==> config.mk <==
export PLATFORM = sky130hd
export DESIGN_NAME = wlg_cordic_cell
export DESIGN_NICKNAME = d
export VERILOG_FILES = /design/src/rtl/wlg_pkg.sv /design/src/rtl/wlg_cordic_cell.sv
export SDC_FILE = /design/constraint.sdc
export NUM_CORES = 1
export LEC_CHECK = 0
export BUFFER_PORTS_ARGS = -buffer_cell sky130_fd_sc_hd__buf_2
export CORE_ASPECT_RATIO = 0.9
export CORE_MARGIN = 8
export CORE_UTILIZATION = 50
export CTS_CLUSTER_SIZE = 28
export DETAILED_ROUTE_END_ITERATION = 8
export PLACE_DENSITY = 0.74
export SYNTH_ARGS = -nofsm -noshare
export SYNTH_HDL_FRONTEND = slang
export SYNTH_SLANG_ARGS = --single-unit
export TNS_END_PERCENT = 5
==> constraint.sdc <==
create_clock -name aclk -period 4.21 [get_ports aclk]
set_input_delay 0.2105 -clock aclk [delete_from_list [all_inputs] [get_ports aclk]]
set_output_delay 0.2105 -clock aclk [all_outputs]
set_load 0.1 [all_outputs]
==> src/rtl/wlg_pkg.sv <==
// Shared types, constants and the CORDIC angle table for the leg geometry block.
// No dependencies.
package wlg_pkg;

    localparam int CW        = 60;
    localparam int PRE_SH    = 24;
    localparam int SQ_STEPS  = 32;
    localparam int DIV_STEPS = 32;

    localparam logic [15:0] FULL_CIRCLE = 16'd36000;
    localparam logic [31:0] HALF_TURN   = 32'h8000_0000;

    typedef struct packed {
        logic signed [CW-1:0] x;
        logic signed [CW-1:0] y;
        logic [31:0]          z;
        logic                 zero;
    } cordic_t;

    typedef struct packed {
        logic [63:0] rad;
        logic [33:0] rem;
        logic [31:0] root;
    } sqrt_t;

    typedef struct packed {
        logic [32:0] rem;
        logic [31:0] dq;
        logic [31:0] len;
        logic        sat;
    } div_t;

    // atan(2^-i) in 2^-32 turn
    function automatic logic [31:0] atan_turn(input logic [4:0] idx);
        logic [31:0] a;
        case (idx)
            5'd0:  a = 32'h20000000;
            5'd1:  a = 32'h12E4051E;
            5'd2:  a = 32'h09FB385B;
            5'd3:  a = 32'h051111D4;
            5'd4:  a = 32'h028B0D43;
            5'd5:  a = 32'h0145D7E1;
            5'd6:  a = 32'h00A2F61E;
            5'd7:  a = 32'h00517C55;
            5'd8:  a = 32'h0028BE53;
            5'd9:  a = 32'h00145F2F;
            5'd10: a = 32'h000A2F98;
            5'd11: a = 32'h000517CC;
            5'd12: a = 32'h00028BE6;
            5'd13: a = 32'h000145F3;
            5'd14: a = 32'h0000A2FA;
            5'd15: a = 32'h0000517D;
            5'd16: a = 32'h000028BE;
            5'd17: a = 32'h0000145F;
            5'd18: a = 32'h00000A30;
            5'd19: a = 32'h00000518;
            5'd20: a = 32'h0000028C;
            5'd21: a = 32'h00000146;
            5'd22: a = 32'h000000A3;
            5'd23: a = 32'h00000051;
            5'd24: a = 32'h00000029;
            5'd25: a = 32'h00000014;
            5'd26: a = 32'h0000000A;
            5'd27: a = 32'h00000005;
            5'd28: a = 32'h00000003;
            5'd29: a = 32'h00000001;
            5'd30: a = 32'h00000001;
            default: a = 32'h00000000;
        endcase
        return a;
    endfunction

endpackage

==> src/rtl/wlg_cordic_cell.sv <==
// One vectoring CORDIC iteration, registered.
// Depends on wlg_pkg (cordic_t, atan_turn).
module wlg_cordic_cell #(
    parameter int IDX = 0
) (
    input  logic             aclk,
    input  logic             en,
    input  wlg_pkg::cordic_t din,
    output wlg_pkg::cordic_t dout
);
    import wlg_pkg::*;

    cordic_t              cell_reg, cell_next;
    logic signed [CW-1:0] xi, yi;

    assign xi = din.x;
    assign yi = din.y;

    always_comb begin
        cell_next = din;
        if (!yi[CW-1]) begin
            cell_next.x = xi + (yi >>> IDX);
            cell_next.y = yi - (xi >>> IDX);
            cell_next.z = din.z + atan_turn(5'(IDX));
        end else begin
            cell_next.x = xi - (yi >>> IDX);
            cell_next.y = yi + (xi >>> IDX);
            cell_next.z = din.z - atan_turn(5'(IDX));
        end
    end

    always_ff @(posedge aclk) begin
        if (en) begin
            cell_reg <= cell_next;
        end
    end

    assign dout = cell_reg;

endmodule

==> results.md <==
Job:
- The tool flagged a number of max-cap violations equal to 0.

Worst setup path:
- The worst stage delay on the critical path is 550 ps.
- At the worst endpoint, the required time is roughly 4400 ps.
- The most numerous cell type found on the critical path is sky130_fd_sc_hd__a21oi_1.
- The number of buffer and inverter instances along the worst setup path is 3.
- The critical path is of the in -> reg type.
- The slowest stage of the critical path belongs to the cell sky130_fd_sc_hd__ha_1.
- Grouping stages by cell kind, the critical path spends the most delay in compound AO/OA/AOI/OAI gates.
- STA classifies the critical path endpoint as a register.
- The sort of element at the start of the critical path is an input pin.
- Data arrives at the worst endpoint at about 3800 ps.
- The maximum fanout along the worst path is 11.
- Walking the worst path, the cells encountered are buf_2 -> inv_1 -> ha_1 -> clkinv_1 -> a21oi_1 -> o31ai_1 -> or3_1 -> o211ai_1 -> nand4_2 -> a21oi_2 -> nor3b_2 -> o41a_1 -> a21oi_1 -> xnor2_1.

Yosys:
- The post-synthesis compound-gate area fraction is 0.258.
- The adder-cell area share of the yosys netlist is 0.159.
- Sorting the synthesized cells by how often they occur yields 228 x sky130_fd_sc_hd__a21oi_1, 193 x sky130_fd_sc_hd__ha_1, 179 x sky130_fd_sc_hd__inv_1.
- Ranked by total cell area, the synthesized netlist is headed by sky130_fd_sc_hd__edfxtp_1 29%, sky130_fd_sc_hd__ha_1 15%, sky130_fd_sc_hd__a21oi_1 7.3%.
- The synthesized area per cell is 8.49 µm².
- The area share of and/or/nand/nor cells after synthesis is 0.138.
- The number of warnings reported in the yosys synthesis log is 0.
- The top cell type by total area after synthesis is sky130_fd_sc_hd__edfxtp_1.
- The cell area that synthesis handed to floorplanning was 15700 µm².
- The dominant cell by count in the synthesized netlist is sky130_fd_sc_hd__a21oi_1.
- By area, the combinational part of the netlist is dominated by compound AO/OA/AOI/OAI gates.
- After synthesis the netlist holds a flip-flop and latch count of 152.
- The sequential-to-total area share from yosys stat is 0.291.
- The fraction of post-synthesis cell area in the top cell type by area is 0.291.
- Counting flops with a built-in enable in the synthesized netlist gives around 150.
- The mux cell area share after synthesis is 0.0192.
- The most common flop cell mapped by yosys is sky130_fd_sc_hd__edfxtp_1.
- Of the total synthesized cell area, the portion taken by XOR and XNOR cells is 0.0637.
- The cell count after synthesis is between 1.5k and 2k.
- The fraction of registers with async set or reset after synthesis is 0.
- The number of nets in the synthesized netlist is between 2k and 2.5k.
- The number of different library cells used by synthesis comes to slightly below 100.

Clocking:
- The clock slew at the register clock pins of the worst setup and hold paths is ~70 ps.
- The total of hold buffers inserted after clock tree synthesis is 30.
- The clock net in this run drives a total of about 150 sinks.
- The tree is rooted in a sky130_fd_sc_hd__clkbuf_16.
- The CTS tree is built.
- Post-CTS timing repair inserted 0 buffers for setup.
- Once the clock tree was built, the resizer swapped 0 gates to a different size.
- No sink is reached through more buffers than the 2 on the longest clock path.
- The number of clock buffers added by TritonCTS is 17.
- The number of levels in the clock H-tree is 4.

STA:
- The slew at the pin with the worst max-slew slack is approximately 1200 ps.
- In the finished design, the share of the clock period the worst path needs comes to 0.865.
- The worst hold slack is around 66 ps.
- The worst pin sits at a relative slew slack of 0.226.
- The number of failing setup endpoints in the final timing report is 0.
- The post-route minimum period is between 3000 and 4000 ps.
- The final count of pins violating max slew is 0.
- The final sum of negative setup slack is 0 ps.
- The fmax is 275 MHz.
- Setup repair after global routing left no endpoint under its margin.
- The number of failing hold endpoints at the final stage came to 0.

Global routing:
- The initial antenna violation count came to 0.
- The global-route wire length before repair is 87800 µm.
- The number of global-route vias before repair is ~15k.
- The final global-route overflow total is 0.
- Across every metal layer, demand over resource in global routing totals 0.298.
- Entering global routing, the biggest net connects between 100 and 150 pins.

Route:
- The count of antenna-violating nets left after detailed routing is 0.
- The total via count after detailed routing is ~16k.
- Dividing the detail-routed via count by the number of cells gives ~6.
- Dividing the detail-routed wire length by the instance count gives around 22 µm.
- The first detailed-routing pass ran for 6 iterations.
- After detailed routing, the number of remaining DRC violations is 0.
- The starting DRC count in detailed routing is slightly below 2k.
- Summed over all layers, the routed wires come to approximately 58000 µm.

Pwr:
- Of the total power, the share spent switching nets is 0.509.
- The reported leakage power is around 0.0083 µW.
- The maximum ir drop on the vdd rail is roughly 380 µV.
- For this design the total switching power over the nets is 3850 µW.
- The sequential cell fraction of total power is 0.272.
- The cell-internal power is approximately 3700 µW.
- Of the total power, combinational logic draws 0.528.
- Of the total power, the clock network draws 0.201.
- The power density of the placed cells is approximately 400 nW/µm².

Die:
- The boundary pin count is 308.
- The initial utilization of the core area, before any placement, comes to 0.507.
- The die is around 180 µm tall.
- The initialized floorplan defines between 60 and 70 standard-cell rows.
- The die is slightly above 200 µm wide.
- After floorplanning, the core was sized to cover slightly above 30000 µm².
- The area enclosed by the die boundary is about 37000 µm².

Cells and area:
- The area growth from synthesis to layout is 18.7%.
- The number of flip-flops under the largest register name is around 150.
- The number of diodes is 0.
- The final layout contains between 2k and 3k nets.
- The fraction of final layout cells with drive strength greater than 1 is 0.200.
- The layout has around 2.8k filler cells.

Placement:
- The final weighted congestion of routability-driven global placement is 0.992.
- The half-perimeter wire length of the detailed placement result is 46300 µm.
- Input and output buffers added on the ports amount to 307.

Status:
- The run finished with clean final reports.

Hold path:
- The min-delay analysis places its worst path in the category in -> reg.
-- final cells by class --
class                   count  area (µm²)  share of cell area
multi-input cells        1414       10000               0.538
flip-flops and latches    152        4560               0.245
repair buffers            384        2220               0.119
inverters                 196         736              0.0395
well taps                 409         512              0.0275
clock buffers              18         429              0.0231
clock inverters            14         136             0.00733
-- path summary, 6_finish.rpt --
path	start	endpoint	slack [ps]	cells past startpoint
setup / recovery	din[50]	dout[149]	570	14
hold / removal	din[30]	dout[30]	70	2
-- per-layer routing --
metal,GRT usage,wire [µm],share of wire
met5,0,0,0
met4,0.0820,1290,0.022
met3,0.0647,5680,0.099
met2,0.449,25100,0.44
met1,0.424,25500,0.44
-- cells by family after synthesis --
| group | count (synthesis) |
|---|---|
| compound gates | 633 |
| simple gates | 440 |
| buf+inv | 281 |
| fa+ha+maj | 197 |
| flops | 152 |
| xor+xnor | 114 |
| mux | 30 |
-- power groups by stage --
stage | clock network (µW) | logic (µW) | registers, µW
after floorplan | 0 | 1320 | 3740
after global placement | 0 | 3900 | 2080
after detailed placement | 0 | 3910 | 2090
after CTS | 1550 | 3950 | 2060
after global routing | 1600 | 4170 | 2080
final | 1520 | 3990 | 2050
-- stage by stage --
stage / power (µW) / utilization / instances / area (µm²) / setup WS [ps]
floorplan: 5060 / - / 1847 / 15700 / 1090
global placement: 5980 / 0.574 / 2525 / 17700 / 231
detailed placement: 5990 / 0.574 / 2525 / 17700 / 260
CTS: 7550 / 0.602 / 2587 / 18600 / 716
global route: 7850 / 0.602 / 2587 / 18600 / 465
finish: 7560 / 0.602 / 2587 / 18600 / 569
-- cells in the final DEF, fill, tap and decap left out, types with 5 or more instances in the layout --
cell type,count
sky130_fd_sc_hd__buf_2,305
sky130_fd_sc_hd__a21oi_1,228
sky130_fd_sc_hd__ha_1,193
sky130_fd_sc_hd__inv_1,179
sky130_fd_sc_hd__edfxtp_1,152
sky130_fd_sc_hd__nor2_1,146
sky130_fd_sc_hd__o21ai_0,124
sky130_fd_sc_hd__xnor2_1,99
sky130_fd_sc_hd__nand2_1,91
sky130_fd_sc_hd__buf_4,46
sky130_fd_sc_hd__o21bai_1,39
sky130_fd_sc_hd__nor3_1,38
sky130_fd_sc_hd__a21o_1,38
sky130_fd_sc_hd__dlygate4sd3_1,30
sky130_fd_sc_hd__mux2i_1,29
sky130_fd_sc_hd__nand4_1,27
sky130_fd_sc_hd__nand3_1,26
sky130_fd_sc_hd__a31oi_1,26
sky130_fd_sc_hd__nor4_1,21
sky130_fd_sc_hd__o31ai_1,19
sky130_fd_sc_hd__nor2b_1,18
sky130_fd_sc_hd__o21a_1,17
sky130_fd_sc_hd__o21ai_1,17
sky130_fd_sc_hd__clkbuf_16,17
sky130_fd_sc_hd__a211oi_1,15
sky130_fd_sc_hd__xor2_1,15
sky130_fd_sc_hd__o211ai_1,14
sky130_fd_sc_hd__and2_1,14
sky130_fd_sc_hd__nand2b_1,12
sky130_fd_sc_hd__clkinv_1,9
sky130_fd_sc_hd__or3_1,9
sky130_fd_sc_hd__a221oi_1,9
sky130_fd_sc_hd__inv_2,8
sky130_fd_sc_hd__o221ai_1,8
sky130_fd_sc_hd__a21boi_0,7
sky130_fd_sc_hd__inv_6,6
sky130_fd_sc_hd__o31a_1,5
sky130_fd_sc_hd__a211o_1,5
sky130_fd_sc_hd__or2_2,5
(Power assumes the default switching activity.)
