**config.mk**
```make
export PLATFORM = sky130hd
export DESIGN_NAME = wlg_div_cell
export DESIGN_NICKNAME = d
export VERILOG_FILES = /design/src/rtl/wlg_pkg.sv /design/src/rtl/wlg_div_cell.sv
export SDC_FILE = /design/constraint.sdc
export NUM_CORES = 1
export LEC_CHECK = 0
export BUFFER_PORTS_ARGS = -buffer_cell sky130_fd_sc_hd__clkbuf_2
export CAP_MARGIN = 20
export CORE_MARGIN = 8
export CORE_UTILIZATION = 40
export CTS_CLUSTER_DIAMETER = 100
export DETAILED_ROUTE_END_ITERATION = 12
export PLACE_DENSITY = 0.7
export SYNTH_ARGS = -nofsm -noshare
export SYNTH_HDL_FRONTEND = slang
export SYNTH_SLANG_ARGS = --single-unit
export TNS_END_PERCENT = 5
```
**constraint.sdc**
```tcl
create_clock -name aclk -period 4.3 [get_ports aclk]
set_input_delay 0.86 -clock aclk [delete_from_list [all_inputs] [get_ports aclk]]
set_output_delay 0.86 -clock aclk [all_outputs]
set_load 0.05 [all_outputs]
```
**src/rtl/wlg_pkg.sv**
```systemverilog
// Shared types, constants and the CORDIC angle table for the leg geometry block.
// No dependencies.
package wlg_pkg;

    localparam int CW        = 60;
    localparam int PRE_SH    = 24;
    localparam int SQ_STEPS  = 32;
    localparam int DIV_STEPS = 32;

    localparam logic [15:0] FULL_CIRCLE = 16'd36000;
    localparam logic [31:0] HALF_TURN   = 32'h8000_0000;

    typedef struct packed {
        logic signed [CW-1:0] x;
        logic signed [CW-1:0] y;
        logic [31:0]          z;
        logic                 zero;
    } cordic_t;

    typedef struct packed {
        logic [63:0] rad;
        logic [33:0] rem;
        logic [31:0] root;
    } sqrt_t;

    typedef struct packed {
        logic [32:0] rem;
        logic [31:0] dq;
        logic [31:0] len;
        logic        sat;
    } div_t;

    // atan(2^-i) in 2^-32 turn
    function automatic logic [31:0] atan_turn(input logic [4:0] idx);
        logic [31:0] a;
        case (idx)
            5'd0:  a = 32'h20000000;
            5'd1:  a = 32'h12E4051E;
            5'd2:  a = 32'h09FB385B;
            5'd3:  a = 32'h051111D4;
            5'd4:  a = 32'h028B0D43;
            5'd5:  a = 32'h0145D7E1;
            5'd6:  a = 32'h00A2F61E;
            5'd7:  a = 32'h00517C55;
            5'd8:  a = 32'h0028BE53;
            5'd9:  a = 32'h00145F2F;
            5'd10: a = 32'h000A2F98;
            5'd11: a = 32'h000517CC;
            5'd12: a = 32'h00028BE6;
            5'd13: a = 32'h000145F3;
            5'd14: a = 32'h0000A2FA;
            5'd15: a = 32'h0000517D;
            5'd16: a = 32'h000028BE;
            5'd17: a = 32'h0000145F;
            5'd18: a = 32'h00000A30;
            5'd19: a = 32'h00000518;
            5'd20: a = 32'h0000028C;
            5'd21: a = 32'h00000146;
            5'd22: a = 32'h000000A3;
            5'd23: a = 32'h00000051;
            5'd24: a = 32'h00000029;
            5'd25: a = 32'h00000014;
            5'd26: a = 32'h0000000A;
            5'd27: a = 32'h00000005;
            5'd28: a = 32'h00000003;
            5'd29: a = 32'h00000001;
            5'd30: a = 32'h00000001;
            default: a = 32'h00000000;
        endcase
        return a;
    endfunction

endpackage

```
**src/rtl/wlg_div_cell.sv**
```systemverilog
// One restoring division step, quotient bit shifted in below the dividend.
// Depends on wlg_pkg (div_t).
module wlg_div_cell (
    input  logic          aclk,
    input  logic          en,
    input  wlg_pkg::div_t din,
    output wlg_pkg::div_t dout
);
    import wlg_pkg::*;

    div_t        cell_reg, cell_next;
    logic [33:0] r, dl;
    logic        ge;

    assign r  = {din.rem, din.dq[31]};
    assign dl = {2'b00, din.len};
    assign ge = (r >= dl);

    always_comb begin
        cell_next     = din;
        cell_next.rem = ge ? 33'(r - dl) : r[32:0];
        cell_next.dq  = {din.dq[30:0], ge};
    end

    always_ff @(posedge aclk) begin
        if (en) begin
            cell_reg <= cell_next;
        end
    end

    assign dout = cell_reg;

endmodule

```
==> impl_metrics.tcl, run 1 <==
set metrics [dict create \
    post_cts_hold_buffer_count 0 \
    cts_resized 0 \
    largest_net_degree_at_the_start_of_global_routing 56 \
    outcome "finished clean" \
    yosysTopAreaCellShare 0.5732 \
    tritoncts "built" \
    synthesis.nets 577 \
    largest_register_ffs 98 \
    cts_num_sinks 98 \
    io_buffers 197 \
    antenna_violating_nets_post_route 0 \
    worst_hold_path_type "primary input to flip-flop" \
    most_instantiated_flip_flop_cell_in_the_synthesis_netlist "sky130_fd_sc_hd__edfxtp_1" \
    total_leakage_power_nw 3.029 \
    netlist_top_cells_area "sky130_fd_sc_hd__edfxtp_1 (57%), sky130_fd_sc_hd__ha_1 (7.8%), sky130_fd_sc_hd__a21oi_1 (4.8%)" \
    seqCellArea_mm2 0.002943 \
    syn-cell-area_mm2 0.005134 \
    timing.hold.worst_path_depth 1 \
    vdd.ir_drop.worst_mv 0.1727 \
    cell_area_after_placement_mm2 0.006320 \
    power.density_cell_area_mw_per_mm2 451.7 \
    maxSlewViolCount 0 \
    total_power_mw 3.004 \
    drive_gt1_frac 0.3523 \
    setup_violations 0 \
    layout.cells.most_common_list "sky130_fd_sc_hd__clkbuf_2 (196), sky130_fd_sc_hd__edfxtp_1 (98), sky130_fd_sc_hd__a21oi_1 (49)" \
    mostFrequentLayoutCell "sky130_fd_sc_hd__clkbuf_2" \
    routedWlPerCell_um 16.70 \
    nNetsFinal 778 \
    syn_to_final_growth_pct 29.56 \
    max_clock_freq_mhz 295.1 \
    critPathKind "primary input to flip-flop" \
    antenna-diode-count 0 \
    min_period_over_period 0.7881 \
    min_delay_worst_endpoint "dout[0]$_DFFE_PP_" \
    post_cts.repair.setup_buffers 0 \
    critical_path_arrival_ns 3.49 \
    detailedPlacementHpwl_um 10870 \
    synth_async_sr_flop_share 0 \
    number_of_synthesized_flops_with_an_enable_pin 98 \
    die_area_mm2 0.01672 \
    postRouteWirelength_um 13720 \
    place.gp.congestion 0.8519 \
    timing.critical_path.fanout_max 4 \
    detail_route.first_pass.iterations 4 \
    synthDominantAreaCellType "sky130_fd_sc_hd__edfxtp_1" \
    rsz_0062_raised_after_global_routing "false" \
    fp.coreArea_mm2 0.01257 \
    cts_buffers 9 \
    dr.first_iter.drc_count 290 \
    tightestPinTransition_ns 0.7054 \
    ys_types 53 \
    synth_sequential_area_ratio 0.5732 \
    drv_cap 0 \
    dieWidth_um 129.3 \
    postSynthRegisterBits 98 \
    gr-usage-all-layers 0.1626 \
    drcViolationCount 0 \
    post_drt_via_cell_ratio 4.949 \
    setup_tns_final_ns 0 \
    post-route-cell-area_mm2 0.006651 \
    root_buffer "sky130_fd_sc_hd__clkbuf_16" \
    design.portCount 198 \
    synthesis.area_per_instance_um2 11.56 \
    critical_path.endpoint_type "flip-flop" \
    required_ns 4.40 \
    grt_first_pass_wirelength_um 21090 \
    cts.path.max_buffers 2 \
    syn_inst 444 \
    start_kind "primary input" \
    ys_warnings 0 \
    timing_hold_violations_final 0 \
    floorplan.initialDensity 0.4085 \
    multi_input_combinational_cell_area_mm2 0.001982 \
    grt_remaining_overflow 0 \
    clk_transition_reported_paths_ns 0.07 \
    cts-htree-levels 3 \
    grt_antenna_before_repair 0 \
    num_rows 41 \
    final.fill_count 1127 \
    vias 4068 \
    slew_headroom 0.5297 \
    die_h_um 129.3 \
    timing.final.crit_period_ns 3.389 \
    hold_path_start "din[0]" \
    grt_pass1_vias 4187 \
]
critical path: stages:
cell	delay [ns]
sky130_fd_sc_hd__clkbuf_2	0.09
sky130_fd_sc_hd__inv_1	0.05
sky130_fd_sc_hd__ha_1	0.16
sky130_fd_sc_hd__inv_1	0.06
sky130_fd_sc_hd__fa_1	0.43
sky130_fd_sc_hd__a211oi_2	0.27
sky130_fd_sc_hd__o211a_1	0.23
sky130_fd_sc_hd__nor2_1	0.09
sky130_fd_sc_hd__a21o_1	0.16
sky130_fd_sc_hd__a311o_1	0.33
sky130_fd_sc_hd__a311oi_2	0.34
sky130_fd_sc_hd__o21ai_1	0.12
sky130_fd_sc_hd__mux2_1	0.31
cell usage after synthesis, types with 3 or more instances:
master	number
sky130_fd_sc_hd__edfxtp_1	98
sky130_fd_sc_hd__a21oi_1	49
sky130_fd_sc_hd__inv_1	42
sky130_fd_sc_hd__nor2_1	37
sky130_fd_sc_hd__nand2_1	36
sky130_fd_sc_hd__ha_1	32
sky130_fd_sc_hd__xnor2_1	18
sky130_fd_sc_hd__o21ai_0	11
sky130_fd_sc_hd__a21o_1	9
sky130_fd_sc_hd__xor2_1	9
sky130_fd_sc_hd__nand3_1	8
sky130_fd_sc_hd__o21ai_1	7
sky130_fd_sc_hd__clkbuf_1	6
sky130_fd_sc_hd__and2_1	5
sky130_fd_sc_hd__buf_2	5
sky130_fd_sc_hd__nand2b_1	5
sky130_fd_sc_hd__nand4_1	5
sky130_fd_sc_hd__nor3_1	5
sky130_fd_sc_hd__o21bai_1	5
sky130_fd_sc_hd__a31oi_1	4
sky130_fd_sc_hd__o211ai_1	4
sky130_fd_sc_hd__nor2b_1	3
sky130_fd_sc_hd__o211a_1	3
report_power, final:
group | leakage (nW) | total (mW) | internal [mW] | switching (mW)
combinational | 1.91 | 0.905 | 0.249 | 0.657
sequential | 0.960 | 1.21 | 1.18 | 0.0281
clock | 0.163 | 0.889 | 0.520 | 0.369
total | 3.03 | 3.00 | 1.95 | 1.05
worst max-delay path by stage:
stage	slack [ns]	startpoint	end
finish	0.91	din[64]	dout[97]$_DFFE_PP_
CTS	0.92	din[64]	dout[97]$_DFFE_PP_
global route	0.78	din[64]	dout[97]$_DFFE_PP_
global placement	0.61	din[64]	dout[97]$_DFFE_PP_
detailed placement	0.55	din[64]	dout[97]$_DFFE_PP_
floorplan	0.87	din[64]	dout[97]$_DFFE_PP_
cell type report:
type | count | share of cell area
Sequential cell | 98 | 0.4424
Clock buffer | 9 | 0.03386
Tap cell | 172 | 0.03236
Timing Repair Buffer | 201 | 0.1531
Inverter | 43 | 0.02427
Multi-Input combinational cell | 292 | 0.2980
Clock inverter | 7 | 0.01599
cells by family (layout without fill, tap and decap cells):
family,Yosys count,in the layout,share of synthesized area
compound gates,117,117,0.1533
simple gates,113,113,0.1004
flops,98,98,0.5732
buf+inv,54,260,0.04070
fa+ha+maj,33,33,0.08189
xor+xnor,27,27,0.04606
mux,2,2,0.004387
stage by stage:
step	hold WS, ns	util	std cells	setup WS, ns
2_1_floorplan	0.9589	-	444	0.8749
3_3_place_gp	1.038	0.5028	806	0.6066
3_5_place_dp	1.039	0.5028	806	0.5494
4_1_cts	0.6695	0.5292	822	0.9226
5_1_grt	0.6739	0.5292	822	0.7816
6_report	0.6820	0.5292	822	0.9111
per-layer routing:
metal | up-vias | wire length, µm | track usage
met3 | 25 | 1310 | 0.05629
met4 | 0 | 384 | 0.07740
met2 | 146 | 6366 | 0.2724
met5 | - | 0 | 0
li1 | 2030 | - | -
met1 | 1867 | 5663 | 0.1820
(Power assumes the default switching activity.)
==> run 2: changes to the inputs <==
==> constraint.sdc (replaced) <==
create_clock -name aclk -period 3.5 [get_ports aclk]
set_input_delay 0.7 -clock aclk [delete_from_list [all_inputs] [get_ports aclk]]
set_output_delay 0.7 -clock aclk [all_outputs]
set_load 0.05 [all_outputs]
==> impl_metrics.tcl, run 2 (synthesis results as in run 1) <==
set metrics [dict create \
    outcome "finished clean" \
    tritoncts "built" \
    cts-htree-levels 3 \
    critical-path-top-delay-family "compound AO/OA/AOI/OAI gates" \
    worst_hold_path_type "primary input to flip-flop" \
    setup_tns_final_ns 0 \
    grt_pass1_vias 4266 \
    floorplan.initialDensity 0.4085 \
    total_leakage_power_nw 3.055 \
    post_cts.repair.setup_buffers 0 \
    placed_cells 815 \
    grt_antenna_before_repair 0 \
    dr.first_iter.drc_count 309 \
    critical-path-top-cell-by-count "sky130_fd_sc_hd__inv_1" \
    cts.path.max_buffers 2 \
    required_ns 3.60 \
    postRouteWirelength_um 13750 \
    dieWidth_um 129.3 \
    place.gp.congestion 0.8280 \
    root_buffer "sky130_fd_sc_hd__clkbuf_16" \
    largest_register_ffs 98 \
    nNetsFinal 787 \
    largest_net_degree_at_the_start_of_global_routing 99 \
    critical_path_arrival_ns 3.29 \
    cts_num_sinks 98 \
    fin_hold_ws_ns 0.5239 \
    min_period_over_period 0.9098 \
    power.density_cell_area_mw_per_mm2 535.4 \
    antenna_violating_nets_post_route 0 \
    tightestPinTransition_ns 0.5544 \
    critPathKind "primary input to flip-flop" \
    die_h_um 129.3 \
    antenna-diode-count 0 \
    cp_slowest_cell "sky130_fd_sc_hd__fa_1" \
    layout.cells.most_common_list "sky130_fd_sc_hd__clkbuf_2 (196), sky130_fd_sc_hd__edfxtp_1 (98), sky130_fd_sc_hd__a21oi_1 (49)" \
    maxSlewViolCount 0 \
    post_drt_via_cell_ratio 4.963 \
    min_delay_worst_endpoint "dout[47]$_DFFE_PP_" \
    layout.cells.non_filler 831 \
    io_buffers 197 \
    max_clock_freq_mhz 314.1 \
    detail_route.first_pass.iterations 4 \
    timing.hold.worst_path_depth 1 \
    grt_first_pass_wirelength_um 21170 \
    drive_gt1_frac 0.3596 \
    drcViolationCount 0 \
    cell_area_after_placement_mm2 0.006400 \
    hold_path_start "din[46]" \
    vdd.ir_drop.worst_mv 0.2404 \
    rsz_0062_raised_after_global_routing "false" \
    die_area_mm2 0.01672 \
    critical_path.endpoint_type "flip-flop" \
    cp_num_buf_inv 3 \
    vias 4124 \
    timing_hold_violations_final 0 \
    grt_remaining_overflow 0 \
    detailedPlacementHpwl_um 10830 \
    post_cts_hold_buffer_count 0 \
    syn_to_final_growth_pct 30.20 \
    dpl_worst_slack_ns -0.04471 \
    cp_cell_sequence "clkbuf_2 -> inv_1 -> ha_1 -> inv_1 -> fa_1 -> a211oi_2 -> o211a_1 -> nor2_1 -> a21o_1 -> a311o_1 -> a311oi_2 -> o21ai_1 -> mux2_1" \
    clk_transition_reported_paths_ns 0.07 \
    post-route-cell-area_mm2 0.006684 \
    num_rows 41 \
    postLayoutSetupSlackWorst_ns 0.3159 \
    timing.critical_path.fanout_max 3 \
    setup_violations 0 \
    start_kind "primary input" \
    gr-usage-all-layers 0.1622 \
    design.portCount 198 \
    fp.coreArea_mm2 0.01257 \
    slew_headroom 0.6304 \
    cts_buffers 9 \
    timing.final.crit_period_ns 3.184 \
    cts_resized 0 \
    critical-path-max-stage-delay_ns 0.43 \
    routedWlPerCell_um 16.55 \
    mostFrequentLayoutCell "sky130_fd_sc_hd__clkbuf_2" \
    drv_cap 0 \
]
==> run 2: cell count changes in the layout (fill, tap and decap cells not counted) <==
cell                        delta
sky130_fd_sc_hd__clkinv_4      -1
sky130_fd_sc_hd__bufinv_16     -2
sky130_fd_sc_hd__buf_4         +8
sky130_fd_sc_hd__inv_6         +2
sky130_fd_sc_hd__clkbuf_1      +1
sky130_fd_sc_hd__buf_12        +1
==> run 2: how the worst max path moves through the flow <==
stage             from            endpoint  slack [ns]  depth (start not counted)
6_report       din[64]  dout[97]$_DFFE_PP_        0.32                         13
5_1_grt        din[64]  dout[96]$_DFFE_PP_        0.18                         15
4_1_cts        din[64]  dout[97]$_DFFE_PP_        0.33                         13
3_5_place_dp   din[64]  dout[97]$_DFFE_PP_       -0.04                         13
3_3_place_gp   din[64]  dout[97]$_DFFE_PP_        0.01                         13
2_1_floorplan  din[64]  dout[97]$_DFFE_PP_        0.23                         12
==> run 2: per-layer routing <==
metal	vias up	share of wire	track usage
met2	157	0.47	0.2696
met3	20	0.10	0.05916
met5	-	0	0
met1	1902	0.40	0.1849
li1	2045	-	-
met4	0	0.023	0.06842
==> run 2: through the flow <==
stage                     total power, mW    util
after global routing                3.744  0.5318
after CTS                           3.613  0.5318
after floorplan                     2.330       -
after global placement              2.634  0.5092
final                               3.578  0.5318
after detailed placement            2.648  0.5092
==> run 2: area by class of cell <==
type | instances | area, µm²
Tap cell | 172 | 215.2
Clock inverter | 6 | 55.05
Timing Repair Buffer | 210 | 1099
Sequential cell | 98 | 2943
Multi-Input combinational cell | 292 | 1982
Fill cell | 1119 | 5884
Clock buffer | 10 | 229.0
Inverter | 43 | 161.4
==> run 2: power by group <==
part / internal [mW] / total [mW] / switching, mW
Combinational: 0.320 / 1.13 / 0.808
Clock: 0.499 / 0.962 / 0.462
Sequential: 1.45 / 1.49 / 0.0365
Total: 2.27 / 3.58 / 1.31
==> run 3: changes to the inputs <==
--- a/config.mk
+++ b/config.mk
@@ -7,7 +7,6 @@
 export LEC_CHECK = 0
 export BUFFER_PORTS_ARGS = -buffer_cell sky130_fd_sc_hd__clkbuf_2
 export CAP_MARGIN = 20
-export CORE_MARGIN = 8
 export CORE_UTILIZATION = 40
 export CTS_CLUSTER_DIAMETER = 100
 export DETAILED_ROUTE_END_ITERATION = 12
==> impl_metrics.tcl, run 3 (synthesis results as in run 1) <==
set metrics [dict create \
    total_power_mw 3.625 \
    timing.final.crit_period_ns 3.198 \
    tritoncts "built" \
    post_drt_via_cell_ratio 4.940 \
    design.portCount 198 \
    layout.cells.most_common_list "sky130_fd_sc_hd__clkbuf_2 (196), sky130_fd_sc_hd__edfxtp_1 (98), sky130_fd_sc_hd__a21oi_1 (49)" \
    place.gp.congestion 0.8142 \
    nNetsFinal 788 \
    maxSlewViolCount 0 \
    final.fill_count 1122 \
    dieWidth_um 115.3 \
    start_kind "primary input" \
    grt_antenna_before_repair 0 \
    drcViolationCount 0 \
    timing.critical_path.fanout_max 3 \
    layout.cells.non_filler 832 \
    die_area_mm2 0.01329 \
    critical_path.endpoint_type "flip-flop" \
    vdd.ir_drop.worst_mv 0.2900 \
    slew_headroom 0.6463 \
    dpl_worst_slack_ns -0.07278 \
    min_period_over_period 0.9136 \
    post_cts_hold_buffer_count 0 \
    detail_route.first_pass.iterations 4 \
    root_buffer "sky130_fd_sc_hd__clkbuf_16" \
    timing_hold_violations_final 0 \
    rsz_0062_raised_after_global_routing "false" \
    setup_tns_final_ns 0 \
    num_rows 41 \
    cts_buffers 9 \
    worst_hold_path_type "primary input to flip-flop" \
    detailedPlacementHpwl_um 9928 \
    floorplan.initialDensity 0.4085 \
    total_leakage_power_nw 3.064 \
    tightestPinTransition_ns 0.5306 \
    cts_num_sinks 98 \
    critPathKind "primary input to flip-flop" \
    timing.hold.worst_path_depth 1 \
    post_cts.repair.setup_buffers 0 \
    antenna-diode-count 0 \
    grt_pass1_vias 4013 \
    grt_first_pass_wirelength_um 19000 \
    required_ns 3.60 \
    critical_path_arrival_ns 3.30 \
    vias 4110 \
    fp.coreArea_mm2 0.01257 \
    mostFrequentLayoutCell "sky130_fd_sc_hd__clkbuf_2" \
    largest_net_degree_at_the_start_of_global_routing 63 \
    postRouteWirelength_um 12490 \
    die_h_um 115.3 \
    cts_resized 0 \
    gr-usage-all-layers 0.1885 \
    outcome "finished clean" \
    syn_to_final_growth_pct 30.68 \
    largest_register_ffs 98 \
    antenna_violating_nets_post_route 0 \
    io_buffers 197 \
    grt_remaining_overflow 0 \
    drv_cap 0 \
    cts.path.max_buffers 2 \
    routedWlPerCell_um 15.01 \
    power.density_cell_area_mw_per_mm2 540.3 \
    max_clock_freq_mhz 312.7 \
    hold_path_start "din[34]" \
    dr.first_iter.drc_count 181 \
    min_delay_worst_endpoint "dout[35]$_DFFE_PP_" \
    drive_gt1_frac 0.3606 \
    clk_transition_reported_paths_ns 0.07 \
    setup.worst_path.start "din[64]" \
    placed_cells 816 \
    postLayoutSetupSlackWorst_ns 0.3023 \
    cts-htree-levels 3 \
    setup_violations 0 \
]
[run 3: worst max path at each step]
stage | to | slack [ns] | cells past startpoint
2_1_floorplan | dout[97]$_DFFE_PP_ | 0.23 | 12
3_3_place_gp | dout[97]$_DFFE_PP_ | 0.02 | 13
3_5_place_dp | dout[97]$_DFFE_PP_ | -0.07 | 13
4_1_cts | dout[97]$_DFFE_PP_ | 0.29 | 13
5_1_grt | dout[89]$_DFFE_PP_ | 0.17 | 14
6_report | dout[97]$_DFFE_PP_ | 0.30 | 13
[run 3: per-stage QoR]
step / cell area (µm²) / hold WS, ns / util
after CTS: 6709 / 0.5141 / 0.5338
after detailed placement: 6407 / 0.8787 / 0.5098
after floorplan: 5134 / 0.7989 / -
final: 6709 / 0.5252 / 0.5338
after global placement: 6407 / 0.8774 / 0.5098
after global routing: 6709 / 0.5182 / 0.5338
[run 3: layer usage]
metal | vias up | part of all wire | track usage
met2 | 166 | 0.50 | 0.3309
met3 | 19 | 0.073 | 0.05113
met5 | - | 0 | 0
li1 | 2048 | - | -
met4 | 0 | 0.019 | 0.07100
met1 | 1877 | 0.41 | 0.2195
[run 3: layout make-up]
cell class              instances  area [µm²]  area share
repair buffers                211        1106      0.1649
well taps                     172       215.2     0.03208
flip-flops and latches         98        2943      0.4386
clock inverters                 6       72.57     0.01082
clock buffers                  10       229.0     0.03413
inverters                      43       161.4     0.02406
multi-input cells             292        1982      0.2954
[run 3: report_power, final]
group	total [mW]	internal [mW]	leakage (nW)	switching, mW
clock	1.01	0.563	0.144	0.443
sequential	1.49	1.45	0.960	0.0389
combinational	1.13	0.322	1.96	0.804
total	3.62	2.34	3.06	1.29
[run 3: critical path, cell delays in order]
cell and delay, ns:
sky130_fd_sc_hd__clkbuf_2 0.09, sky130_fd_sc_hd__inv_1 0.05, sky130_fd_sc_hd__ha_1 0.15, sky130_fd_sc_hd__inv_1 0.06, sky130_fd_sc_hd__fa_1 0.43, sky130_fd_sc_hd__a211oi_2 0.27, sky130_fd_sc_hd__o211a_1 0.23, sky130_fd_sc_hd__nor2_1 0.08
sky130_fd_sc_hd__a21o_1 0.15, sky130_fd_sc_hd__a311o_1 0.33, sky130_fd_sc_hd__a311oi_2 0.33, sky130_fd_sc_hd__o21ai_1 0.12, sky130_fd_sc_hd__mux2_1 0.31
