--- config.mk ---
export PLATFORM = sky130hd
export DESIGN_NAME = wlg_sqrt_cell
export DESIGN_NICKNAME = d
export VERILOG_FILES = /design/src/rtl/wlg_pkg.sv /design/src/rtl/wlg_sqrt_cell.sv
export SDC_FILE = /design/constraint.sdc
export NUM_CORES = 1
export LEC_CHECK = 0
export BUFFER_PORTS_ARGS = -buffer_cell sky130_fd_sc_hd__buf_2
export CELL_PAD_IN_SITES_DETAIL_PLACEMENT = 2
export CELL_PAD_IN_SITES_GLOBAL_PLACEMENT = 2
export CORE_ASPECT_RATIO = 1.5
export CORE_MARGIN = 2
export CORE_UTILIZATION = 33
export CTS_BUF_LIST = sky130_fd_sc_hd__clkbuf_16
export DETAILED_ROUTE_END_ITERATION = 16
export PLACE_DENSITY_LB_ADDON = 0.3
export SLEW_MARGIN = 5
export SYNTH_ARGS = -nofsm -noshare
export SYNTH_HDL_FRONTEND = slang
export SYNTH_SLANG_ARGS = --single-unit
--- constraint.sdc ---
create_clock -name aclk -period 4.85 [get_ports aclk]
set_clock_uncertainty 0.2 [all_clocks]
set_input_delay 0.2425 -clock aclk [delete_from_list [all_inputs] [get_ports aclk]]
set_output_delay 0.2425 -clock aclk [all_outputs]
set_load 0.02 [all_outputs]
--- src/rtl/wlg_pkg.sv ---
// Shared types, constants and the CORDIC angle table for the leg geometry block.
// No dependencies.
package wlg_pkg;

    localparam int CW        = 60;
    localparam int PRE_SH    = 24;
    localparam int SQ_STEPS  = 32;
    localparam int DIV_STEPS = 32;

    localparam logic [15:0] FULL_CIRCLE = 16'd36000;
    localparam logic [31:0] HALF_TURN   = 32'h8000_0000;

    typedef struct packed {
        logic signed [CW-1:0] x;
        logic signed [CW-1:0] y;
        logic [31:0]          z;
        logic                 zero;
    } cordic_t;

    typedef struct packed {
        logic [63:0] rad;
        logic [33:0] rem;
        logic [31:0] root;
    } sqrt_t;

    typedef struct packed {
        logic [32:0] rem;
        logic [31:0] dq;
        logic [31:0] len;
        logic        sat;
    } div_t;

    // atan(2^-i) in 2^-32 turn
    function automatic logic [31:0] atan_turn(input logic [4:0] idx);
        logic [31:0] a;
        case (idx)
            5'd0:  a = 32'h20000000;
            5'd1:  a = 32'h12E4051E;
            5'd2:  a = 32'h09FB385B;
            5'd3:  a = 32'h051111D4;
            5'd4:  a = 32'h028B0D43;
            5'd5:  a = 32'h0145D7E1;
            5'd6:  a = 32'h00A2F61E;
            5'd7:  a = 32'h00517C55;
            5'd8:  a = 32'h0028BE53;
            5'd9:  a = 32'h00145F2F;
            5'd10: a = 32'h000A2F98;
            5'd11: a = 32'h000517CC;
            5'd12: a = 32'h00028BE6;
            5'd13: a = 32'h000145F3;
            5'd14: a = 32'h0000A2FA;
            5'd15: a = 32'h0000517D;
            5'd16: a = 32'h000028BE;
            5'd17: a = 32'h0000145F;
            5'd18: a = 32'h00000A30;
            5'd19: a = 32'h00000518;
            5'd20: a = 32'h0000028C;
            5'd21: a = 32'h00000146;
            5'd22: a = 32'h000000A3;
            5'd23: a = 32'h00000051;
            5'd24: a = 32'h00000029;
            5'd25: a = 32'h00000014;
            5'd26: a = 32'h0000000A;
            5'd27: a = 32'h00000005;
            5'd28: a = 32'h00000003;
            5'd29: a = 32'h00000001;
            5'd30: a = 32'h00000001;
            default: a = 32'h00000000;
        endcase
        return a;
    endfunction

endpackage

--- src/rtl/wlg_sqrt_cell.sv ---
// One digit step of the integer square root, registered.
// Depends on wlg_pkg (sqrt_t).
module wlg_sqrt_cell (
    input  logic           aclk,
    input  logic           en,
    input  wlg_pkg::sqrt_t din,
    output wlg_pkg::sqrt_t dout
);
    import wlg_pkg::*;

    sqrt_t       cell_reg, cell_next;
    logic [33:0] r4, trial;
    logic        ge;

    assign r4    = {din.rem[31:0], din.rad[63:62]};
    assign trial = {din.root, 2'b01};
    assign ge    = (r4 >= trial);

    always_comb begin
        cell_next.rad  = {din.rad[61:0], 2'b00};
        cell_next.rem  = ge ? (r4 - trial) : r4;
        cell_next.root = {din.root[30:0], ge};
    end

    always_ff @(posedge aclk) begin
        if (en) begin
            cell_reg <= cell_next;
        end
    end

    assign dout = cell_reg;

endmodule

==> impl_summary.md, run 1 <==
Synthesis
In this run the biggest area consumer among cell types represents 60.96% of the synthesized area. The post-synthesis instance total is roughly 480. In this run the cell area of the synthesized design comes to 6305 sq um. For this run, the number of Yosys warnings is 0. Among all flip-flop cells after synthesis, the most frequent one is edfxtp_1.

The number of synthesized flops with an enable pin is roughly 130. Yosys mapped the design onto 60 distinct sky130hd cell types. The register bit total from synthesis is approximately 130.

The most area-hungry cell type in the Yosys netlist is edfxtp_1. The sequential-to-total area share from yosys stat is about three fifths. By area the synthesized netlist is led by edfxtp_1, ha_1, mux2_2. In the synthesized netlist the async set-or-reset flop fraction comes to 0%. The post-synthesis area per instance is 13.22 sq um.

Finish
The number of antenna diodes in the final layout is 0. The area growth from synthesis to layout is 53.98%. The number of fill cells is approximately 1900. In the final layout, flip-flops and latches occupy about 3800 sq um. Cells with a size suffix above 1 make up between 30% and 40% of the layout.

The area taken by multi-input logic gates is 2237 sq um. The final layout contains between 1000 and 1500 nets. Cells fill approximately 52% of the core in the end. The number of flip-flops under the largest register name is 128.

Global route
The global-route total usage across every layer is approximately 30%. The number of antenna violations at the first check in global routing was 2. The global-route congestion overflow total is 0. The pin count of the biggest net entering global routing is slightly below 80. The number of global-route vias before repair was a little under 7000. The global-route wire length before repair is ~44000 um.

Worst setup path
For the worst setup path, the data arrival time is 4340 ps. The required time of the critical path is ~4800 ps. The delay of the slowest cell on the worst path is around 600 ps.

The critical path goes through dlygate4sd3_1 > buf_2 > inv_1 > ha_1 > nand3_2 > nor4b_2 > o31ai_2 > a2111oi_4 > o21ai_2 > a21boi_4 > nor2_4 > inv_2 > mux2_2. The capturing element type of the critical path is a flop. The startpoint class of the critical path is a primary input.

The critical path start-end classification is in -> reg. The critical-path maximum fanout is 26. The cell type of the slowest stage on the worst timing path is inv_2.

CTS
The CTS tree is built. No sink is reached through more buffers than the 2 on the longest clock path. The TritonCTS buffer count is 17. The cell sitting at the root of the clock tree is a clkbuf_16.

The clock slew seen by the registers of the worst setup and hold paths is about 70 ps. For this design, the sink count on the clock tree is 128. CTS built an H-tree with a depth of 4.

Die
After floorplanning, the core was sized to cover between 15000 and 20000 sq um. The number of top-level pins is approximately 260. The die is ~170 um tall. The initial core utilization is 33.86%. The horizontal die dimension is roughly 120 um.

The die covers around 20000 sq um. The placement row count is 61.

Drt
After the first detailed-routing iteration, the DRC count stood at between 300 and 400. Before antenna repair, the detailed router went through 4 iterations. The total length of routed wires is just over 30000 um. The total vias in the final route is roughly 6000. For this run, design rule violations remaining after detail routing come to 0.

Dividing the detail-routed via count by the number of cells gives approximately 5.2. After detailed routing, the average wire length per cell comes to between 20 and 30 um. The count of nets left with antenna violations once routing finished came out at 0.

STA
The final critical-path share of the clock period is between 90% and 100%. Measured against its own limit, the worst slew margin works out to 42.91%. Derived from the worst setup path, the maximum achievable clock frequency is approximately 0.23 GHz.

The sum of negative setup slack is 0 ps. Setup repair after global routing left no endpoint under its margin. The number of setup violations in the final report is 0.

The smallest clock period supported by the final layout is computed as 4378 ps. At the pin with the least slew margin, the transition time is approximately 840 ps. The number of pins with negative max-slew slack in the final report came to 0. The number of failing hold endpoints at the final stage came to 0.

Pwr
The static power due to leakage is 4.257 nW. Dividing total power by cell area gives a power density of about 380 nW/um^2. Across the VDD grid, the largest voltage drop is 0.2693 mV.

Place
The placer congestion estimate is approximately 0.83. The count of port buffers added during placement is ~260. The HPWL reported at the end of detailed placement is about 18000 um.

Status
The flow ran to the end, and the final reports show no timing, DRC or antenna violations.

Hold path
The worst hold path cell count is 3. The path class of the tightest hold or removal check is in -> reg.

Run
The tool flagged a number of max-cap violations equal to 0.
## layout by cell type, fill, tap and decap left out, drive strengths merged, types with 18 or more instances in the layout
cell / netlist / final
inv: 42 / 47
o21ai: 24 / 24
a21oi: 39 / 39
ha: 34 / 34
buf: 6 / 261
dlygate4sd3: 0 / 122
edfxtp: 128 / 128
nand2: 21 / 21
mux2: 22 / 22
nor2: 18 / 18
## what timing repair did
action / 4_1_cts / 5_1_grt
gates resized for setup: 0 / 0
endpoints found under the setup margin: 0 / 0
hold buffers: 122 / 0
setup buffers: 0 / 0
hold endpoints to repair: 122 / 0
## cells in the mapped netlist (all sizes together) (6+ instances only)
master,number
ha,34
a21o,17
and3,8
nor3,12
nand2,21
a21oi,39
nor2,18
mux2,22
nand3,15
edfxtp,128
xor2,10
o21a,7
xnor2,17
buf,6
inv,42
o21ai,24
## worst paths after layout
path | endpoint | slack, ps | startpoint
worst max-delay path | dout[44]$_DFFE_PP_ | 470 | din[7]
worst min-delay path | dout[65]$_DFFE_PP_ | 30 | din[63]
## kinds of logic (layout without fill, tap and decap cells)
logic type,count (synthesis),count (layout),share of synthesized area [%]
AOI/OAI and AO/OA,124,124,13.32
xor gates and xnor gates,27,27,3.751
adders and majority gates,34,34,6.747
buffers and inverters,51,457,3.612
DFF,128,128,60.96
muxes,22,22,4.108
other,1,2,0.05948
and+or+nand+nor,90,90,7.442
## critical path: cells and delay by family
family                     cells  cell delay [ps]
buffers and inverters          4             1330
AOI/OAI and AO/OA              4             1110
adders and majority gates      1              450
and+or+nand+nor                3              710
muxes                          1              470
## where the power goes
group / internal [mW] / leakage, nW / total, mW / switching [mW]
sequential: 1.35 / 1.25 / 1.40 / 0.0535
combinational: 0.327 / 2.71 / 0.842 / 0.515
clock: 0.818 / 0.294 / 1.42 / 0.601
total: 2.49 / 4.26 / 3.66 / 1.17
## through the flow
stage	hold WS (ps)	setup slack (ps)	std cells	instance area [sq um]	power, mW
2_1_floorplan	141.4	1782	478	6309	1.824
3_3_place_gp	219.6	833.1	982	7876	2.084
3_5_place_dp	220.9	783.2	982	7876	2.113
4_1_cts	12.83	615.1	1136	9708	3.579
5_1_grt	45.25	365.7	1136	9708	3.771
6_report	27.16	471.8	1136	9708	3.662
## layout make-up
type	count	area share, %
clock buffer	17	4.382
clock inverter	15	1.907
inverter	42	1.624
multi-input combinational	299	23.04
sequential	128	39.59
tap	252	3.248
timing repair buffer	383	26.20
## routing by layer
layer | up-vias | global-route usage (%) | wire length [um]
met1 | 2934 | 31.85 | 11070
met3 | 77 | 6.399 | 2085
li1 | 2597 | - | -
met4 | 2 | 15.29 | 1413
met2 | 287 | 55.11 | 16220
met5 | - | 0 | 13
Note: power is estimated with default switching activity, not from simulation.
==> inputs of run 2 (changes only) <==
CELL_PAD_IN_SITES_DETAIL_PLACEMENT = not set   (was 2)
CELL_PAD_IN_SITES_GLOBAL_PLACEMENT = not set   (was 2)
CORE_UTILIZATION = 52   (was 33)
SETUP_SLACK_MARGIN = 0.4   (was not set)
==> run 2 against run 1 <==
  * Core utilization is 29 points higher
  * First-iteration DRC count is 69% higher
  * Sequential share of layout area is 0.44 points higher
  * Non-clock buffer count is 3 higher
  * Clock power is 4% lower
  * Via count is 0.17% higher
  * Final cell count is 8.5% lower
  * Sequential power hardly changed
  * Setup slack better by 180 ps
  * Combinational power is 5.1% lower
  * Critical path depth stayed put
  * Fmax is 4.3% higher
  * Critical path type unchanged
==> impl_summary.md, run 2 (same netlist as run 1, synthesis figures left out) <==
Status
The run finished with clean final reports.

Place
The count of port buffers added during placement is approximately 260. The count of placed standard cells including taps is slightly below 900. At the placement stage, the worst setup path has a slack of between 900 and 1000 ps. The placer congestion estimate is just under 0.9. The cell area after placement is between 7000 and 8000 sq um.

Detailed placement finished with a half-perimeter wire length of roughly 14000 um.

Worst setup path
Grouping stages by cell kind, the critical path spends the most delay in buffers and inverters. The critical path goes through dlygate4sd3_1 > buf_2 > inv_1 > ha_1 > nand3_2 > nor4b_2 > o31ai_2 > a2111oi_4 > o21ai_2 > a21boi_4 > nor2_4 > inv_2 > mux2_2. The critical path in this run is classified as in -> reg.

The critical-path maximum fanout is 27. The required time of the critical path is approximately 4800 ps. The capturing element type of the critical path is a flop.

On the worst path, the slowest cell contributes a delay of between 500 and 600 ps. The data arrival time of the worst path is ~4200 ps. The slowest stage of the critical path is the dlygate4sd3_1 cell.

The worst path buffer plus inverter count is 4. STA classifies the critical path startpoint as a primary input.

Global route
The number of global-route vias before repair came to a little over 6000. The pin count of the biggest net entering global routing is 57. The first global-routing pass estimated between 30000 and 40000 um of wire. Across every metal layer, demand over resource in global routing totals a little over a third. The global-route congestion overflow total is 0. The number of antenna violations at the first check in global routing is 1.

Pwr
In this run, the combinational gates consume between 20% and 30% of the power. The cell internal power dissipation is between 2 and 2.5 mW. Summed over all cells, the static leakage comes to approximately 4.3 nW. Net switching is around 30% of the power. Across the VDD grid, the largest voltage drop is ~0.28 mV. The share of total power dissipated in sequential elements is about two fifths.

The power density over cell area is roughly 370 nW/um^2. The analysis attributes to net switching a power of 1.060 mW. The share of total power dissipated in the clock network is a little under two fifths.

Hold path
The worst hold path begins at din[63]. The sink of the worst hold path is dout[65]$_DFFE_PP_. The worst hold path was traced through 3 stages.

The worst min-delay path class is in -> reg.

Die
The die boundary height is between 100 and 150 um. Measured along the x axis, the die boundary spans roughly 94 um. The placement row count is 49. The number of top-level pins is 262.

The total area inside the core boundary comes to approximately 12000 sq um. The initial core utilization is a little over half. The die covers 13040 sq um.

Finish
Compared with the post-synthesis result, the final layout area differs by 52.27%. In the layout the commonest cells are buf_2, edfxtp_1, dlygate4sd3_1. The share of cells above drive strength 1 is between 30% and 40%. The net total in the final layout is approximately 1000.

The antenna diode count is 0. The final cell count without fillers is 1039. The library cell used most frequently in the layout, excluding fill and tap cells, is buf_2. Fill cells in the final layout number between 600 and 700. The number of flip-flops under the largest register name is ~130. The finished cells cover ~9600 sq um.

Run
Max-cap violations in this run came to 0.

CTS
The number of buffers between clock root and the deepest sink is 2. TritonCTS built the clock tree. The level count of the clock H-tree is 4. Clock tree synthesis selected as its root buffer the cell clkbuf_16.

The number of resized instances in the post-cts repair step is 0. The clock net in this run drives a total of around 130 sinks. The post-cts hold buffer count is 124. Clock-pin slew was measured on the worst setup and hold paths at about 60 ps. The number of setup buffers added after CTS is 0. TritonCTS created 17 clock buffers.

STA
Final hold analysis gives a worst-case slack of 33.44 ps. Setup slack on the critical path of the routed design comes to 653.4 ps. Setup repair after global routing left no endpoint under its margin. The sum of negative setup slack is 0 ps.

The number of pins with negative max-slew slack in the final report is 0. Setup violations remaining at the end of the flow were counted as 0. The number of failing hold endpoints at the final stage came to 0. After layout, the worst path uses 86.53% of the clock period.

The normalized max-slew margin is between 50% and 60%. Based on the critical path, the design can be clocked at up to 0.2383 GHz. The actual slew at the worst max-slew pin is between 700 and 800 ps. The final critical delay including setup and external delays is about 4200 ps.

Drt
Before antenna repair, the detailed router went through 6 iterations. The total length of routed wires is 23370 um. The detailed router's first-iteration violation count is ~580. The total DRC errors in the routed layout is 0. The number of nets with antenna violations after detailed routing is 0. In the routed layout, each cell is associated on average with a via count of between 5 and 6. The total vias in the final route is approximately 6000. The routed wirelength normalized by instance count is about 22 um.
-- run 2: cell count changes in the layout (fill, tap and decap cells not counted) --
| cell | before | now |
|---|---|---|
| buf_4 | 4 | 6 |
| buf_6 | 1 | 0 |
| clkinv_2 | 1 | 2 |
| clkinv_4 | 3 | 2 |
| clkinvlp_4 | 3 | 1 |
| dlygate4sd3_1 | 122 | 124 |
| inv_1 | 42 | 41 |
| inv_6 | 3 | 6 |
| inv_8 | 1 | 0 |
-- run 2: power by group through the flow --
stage	clock network [mW]	registers (mW)	logic, mW
3_3_place_gp	0	1.39	0.672
2_1_floorplan	0	1.54	0.288
6_report	1.36	1.39	0.799
4_1_cts	1.34	1.38	0.772
3_5_place_dp	0	1.40	0.681
5_1_grt	1.40	1.39	0.844
-- run 2: cell type report --
type | instances | area (sq um) | share of cell area, %
Sequential cell | 128 | 3844 | 40.04
Timing Repair Buffer | 386 | 2567 | 26.74
Multi-Input combinational cell | 299 | 2237 | 23.30
Clock buffer | 17 | 425.4 | 4.431
Tap cell | 153 | 191.4 | 1.994
Clock inverter | 14 | 177.7 | 1.851
Inverter | 42 | 157.7 | 1.642
-- run 2: worst max path at each step --
stage | end | from | slack [ps] | cells after the start
floorplan | dout[57]$_DFFE_PP_ | din[7] | 1780 | 13
global placement | dout[52]$_DFFE_PP_ | din[7] | 970 | 12
detailed placement | dout[53]$_DFFE_PP_ | din[7] | 920 | 12
CTS | dout[40]$_DFFE_PP_ | din[7] | 770 | 13
global route | dout[39]$_DFFE_PP_ | din[7] | 540 | 13
finish | dout[39]$_DFFE_PP_ | din[7] | 650 | 13
-- run 2: routing by layer --
metal / vias to the layer above / share of wire, % / routed length, um / track usage, %
li1: 2606 / - / - / -
met1: 2798 / 33 / 7786 / 38.17
met2: 435 / 52 / 12140 / 62.97
met3: 68 / 10 / 2425 / 10.11
met4: 0 / 4.3 / 1016 / 17.39
met5: - / 0 / 0 / 0
-- run 2: through the flow --
step,power [mW],utilization (%)
global placement,2.062,65.21
detailed placement,2.077,65.21
floorplan,1.824,-
finish,3.548,80.72
global route,3.640,80.72
CTS,3.494,80.72
-- run 2: tightest hold or removal path, stage by stage --
cell and delay, ps:
buf_2 90, nor3_1 40, a31oi_1 140
==> inputs of run 3 (changes only) <==
CORE_UTILIZATION = 41   (was 52)
REMOVE_ABC_BUFFERS = 1   (was not set)
==> run 3 against run 2 <==
  * The run now ends with negative hold slack left
  * Critical endpoint is now dout[41]$_DFFE_PP_
  * Critical path depth did not move
  * Sequential cell count did not move
  * Die area rose by 26%
==> impl_summary.md, run 3 (same netlist as run 1, synthesis figures left out) <==
Finish
The area growth from synthesis to layout is 51.74%. The number of antenna diodes in the final layout is 0. The number of flip-flops under the largest register name is 128. The library cell used most frequently in the layout, excluding fill and tap cells, is buf_2.

After filler insertion, the fill cell instance count of the layout stands at between 1000 and 1500. Summing all multi-input logic gate instances after layout gives roughly 2200 sq um. Once layout is complete, the cells apart from fillers number 1077. For this run, the post-layout net count is roughly 1000. The share of cells above drive strength 1 is 36.90%. The post-route core utilization is a little under two thirds. In the final layout, flip-flops and latches occupy 3844 sq um.

The top cell types in the final layout, fill and taps aside, are buf_2, edfxtp_1, dlygate4sd3_1.

Die
The die is between 100 and 150 um wide. approximately 260 I/O pins were placed. The full die area is 16410 sq um. The initial core utilization is between 40% and 50%. The placement row count is 55.

After floorplanning, the core was sized to cover 15070 sq um. Measured along the y axis, the die boundary spans around 160 um.

Worst setup path
The most critical setup path has its startpoint at din[8]. The worst setup path is captured at a flop. Data arrives at the worst endpoint at about 4000 ps. Of all nets on the critical path, the largest fanout is 29.

The worst setup path is launched from a primary input. The required time of the critical path is about 4800 ps. The setup path with the least slack is of type in -> reg. Following the worst setup path forward leads to its endpoint at dout[41]$_DFFE_PP_.

Place
The placer congestion estimate is 0.8458. The count of port buffers added during placement is 257. The count of placed standard cells including taps is about 930. Detailed placement ended at an HPWL of roughly 14000 um.

Pwr
The power share of the combinational group is 22.2%. Across the VDD grid, the largest voltage drop is about 0.23 mV. Summed over all cells, the static leakage comes to 4.222 nW. Per report_power, the clock group accounts for roughly 38% of the total. Dividing total power by cell area gives a power density of 359.6 nW/um^2.

In this run the power spent charging and discharging nets is about 1 mW. The sequential power share is between 40% and 50%. The cell internal power dissipation is around 2.4 mW. Net switching is 29.33% of the power.

Drt
The routed wirelength normalized by instance count is about 19 um. The total DRC errors in the routed layout is 0. The first-pass detailed-route iteration total is 4. The total vias in the final route is ~5400. The total length of routed wires is around 20000 um. In this run the remaining antenna-violating nets after routing total 0. In the routed layout, each cell is associated on average with a via count of approximately 5.0. The detailed router finished its first iteration with 216 violations.

Global route
After global routing the overflow that remains totals 0. The global-route wire length before repair is 30560 um. The number of global-route vias before repair was between 5000 and 6000. The pin count of the biggest net entering global routing is 85. The global-route total usage across every layer is 24.57%. The number of antenna violations at the first check in global routing is 0.

Hold path
The startpoint identified for the worst hold timing path is din[62]. The worst hold path passes through 3 cells. The path class of the tightest hold or removal check is in -> reg.

CTS
The number of buffers between clock root and the deepest sink is 2. The CTS tree is built. After clock tree synthesis, the clock-pin slew on the worst setup and hold paths is ~60 ps. TritonCTS created 17 clock buffers. The level count of the clock H-tree is 4.

The number of resized instances in the post-cts repair step is 0. For this design, the sink count on the clock tree is ~130. The clock tree root driver cell is clkbuf_16.

STA
The number of failing hold endpoints at the final stage is 1. Of the available clock period, the critical path in the final layout requires approximately 84%. The number of pins with negative max-slew slack in the final report was 0. The number of setup violations in the final report is 0. Setup repair after global routing left no endpoint under its margin. The smallest clock period supported by the final layout is computed as 4067 ps.

At the pin with the least slew margin, the transition time is between 700 and 800 ps. Across all hold checks on the routed design, the worst slack comes to -1.063 ps. The maximum clock rate is between 0.2 and 0.25 GHz. The worst pin sits at a relative slew slack of approximately 50%.

The sum of negative setup slack is 0 ps.

Status
The flow ran to the end, but the final reports show violations. The checks that failed: negative hold slack.

Run
The number of maximum-capacitance violations is 0.
## run 3: cell types whose count changed in the layout (fill, tap and decap cells not counted), moves of 2 or more
cell | previous run | this run
buf_4 | 6 | 1
clkinv_4 | 2 | 4
inv_6 | 6 | 2
inv_8 | 0 | 2
dlygate4sd3_1 | 124 | 119
## run 3: worst max-delay path, stage by stage
cell and delay [ps]:
dlygate4sd3_1 560, buf_2 130, inv_1 40, ha_1 380, nand3_2 170, nor4b_2 330
o31ai_2 180, a2111oi_4 410, o21ai_2 160, a21boi_4 340, nor2_4 130, inv_2 520
mux2_2 420
## run 3: area by class of cell
cell class / count / share of cell area, %
clock buffer: 17 / 4.447
inverter: 42 / 1.648
sequential: 128 / 40.18
clock inverter: 15 / 1.700
tap: 199 / 2.603
timing repair buffer: 377 / 26.04
multi-input combinational: 299 / 23.38
## run 3: worst min-delay path by stage
stage | to | slack [ps]
after global routing | dout[64]$_DFFE_PP_ | 20
after floorplan | dout[100]$_DFFE_PP_ | 140
after global placement | dout[94]$_DFFE_PP_ | 220
after detailed placement | dout[82]$_DFFE_PP_ | 220
after CTS | dout[64]$_DFFE_PP_ | 2
final | dout[64]$_DFFE_PP_ | -1
## run 3: timing repair
item	CTS	global route
setup endpoints to repair	0	0
hold buffers	119	0
hold endpoints to repair	119	0
buffers inserted	0	0
## run 3: power by group through the flow
| stage | Sequential, mW | Combinational (mW) | Clock, mW |
|---|---|---|---|
| 4_1_cts | 1.37 | 0.764 | 1.32 |
| 3_3_place_gp | 1.39 | 0.678 | 0 |
| 5_1_grt | 1.39 | 0.825 | 1.38 |
| 2_1_floorplan | 1.54 | 0.278 | 0 |
| 6_report | 1.38 | 0.765 | 1.30 |
| 3_5_place_dp | 1.39 | 0.682 | 0 |
## run 3: through the flow
| step | instance area (sq um) | hold slack [ps] | power, mW | worst slack, ps |
|---|---|---|---|---|
| final | 9567 | -1.063 | 3.440 | 783.5 |
| after global routing | 9567 | 16.90 | 3.587 | 602.1 |
| after CTS | 9567 | 1.730 | 3.459 | 787.7 |
| after detailed placement | 7787 | 220.7 | 2.077 | 938.0 |
| after global placement | 7787 | 219.3 | 2.071 | 942.0 |
| after floorplan | 6238 | 141.4 | 1.814 | 1668 |
## run 3: metal layers
metal,vias up,part of all wire (%),track usage [%]
met3,27,7.9,7.519
met5,-,0,0
met4,0,1.9,7.873
met2,240,53,45.53
met1,2564,37,26.43
li1,2588,-,-
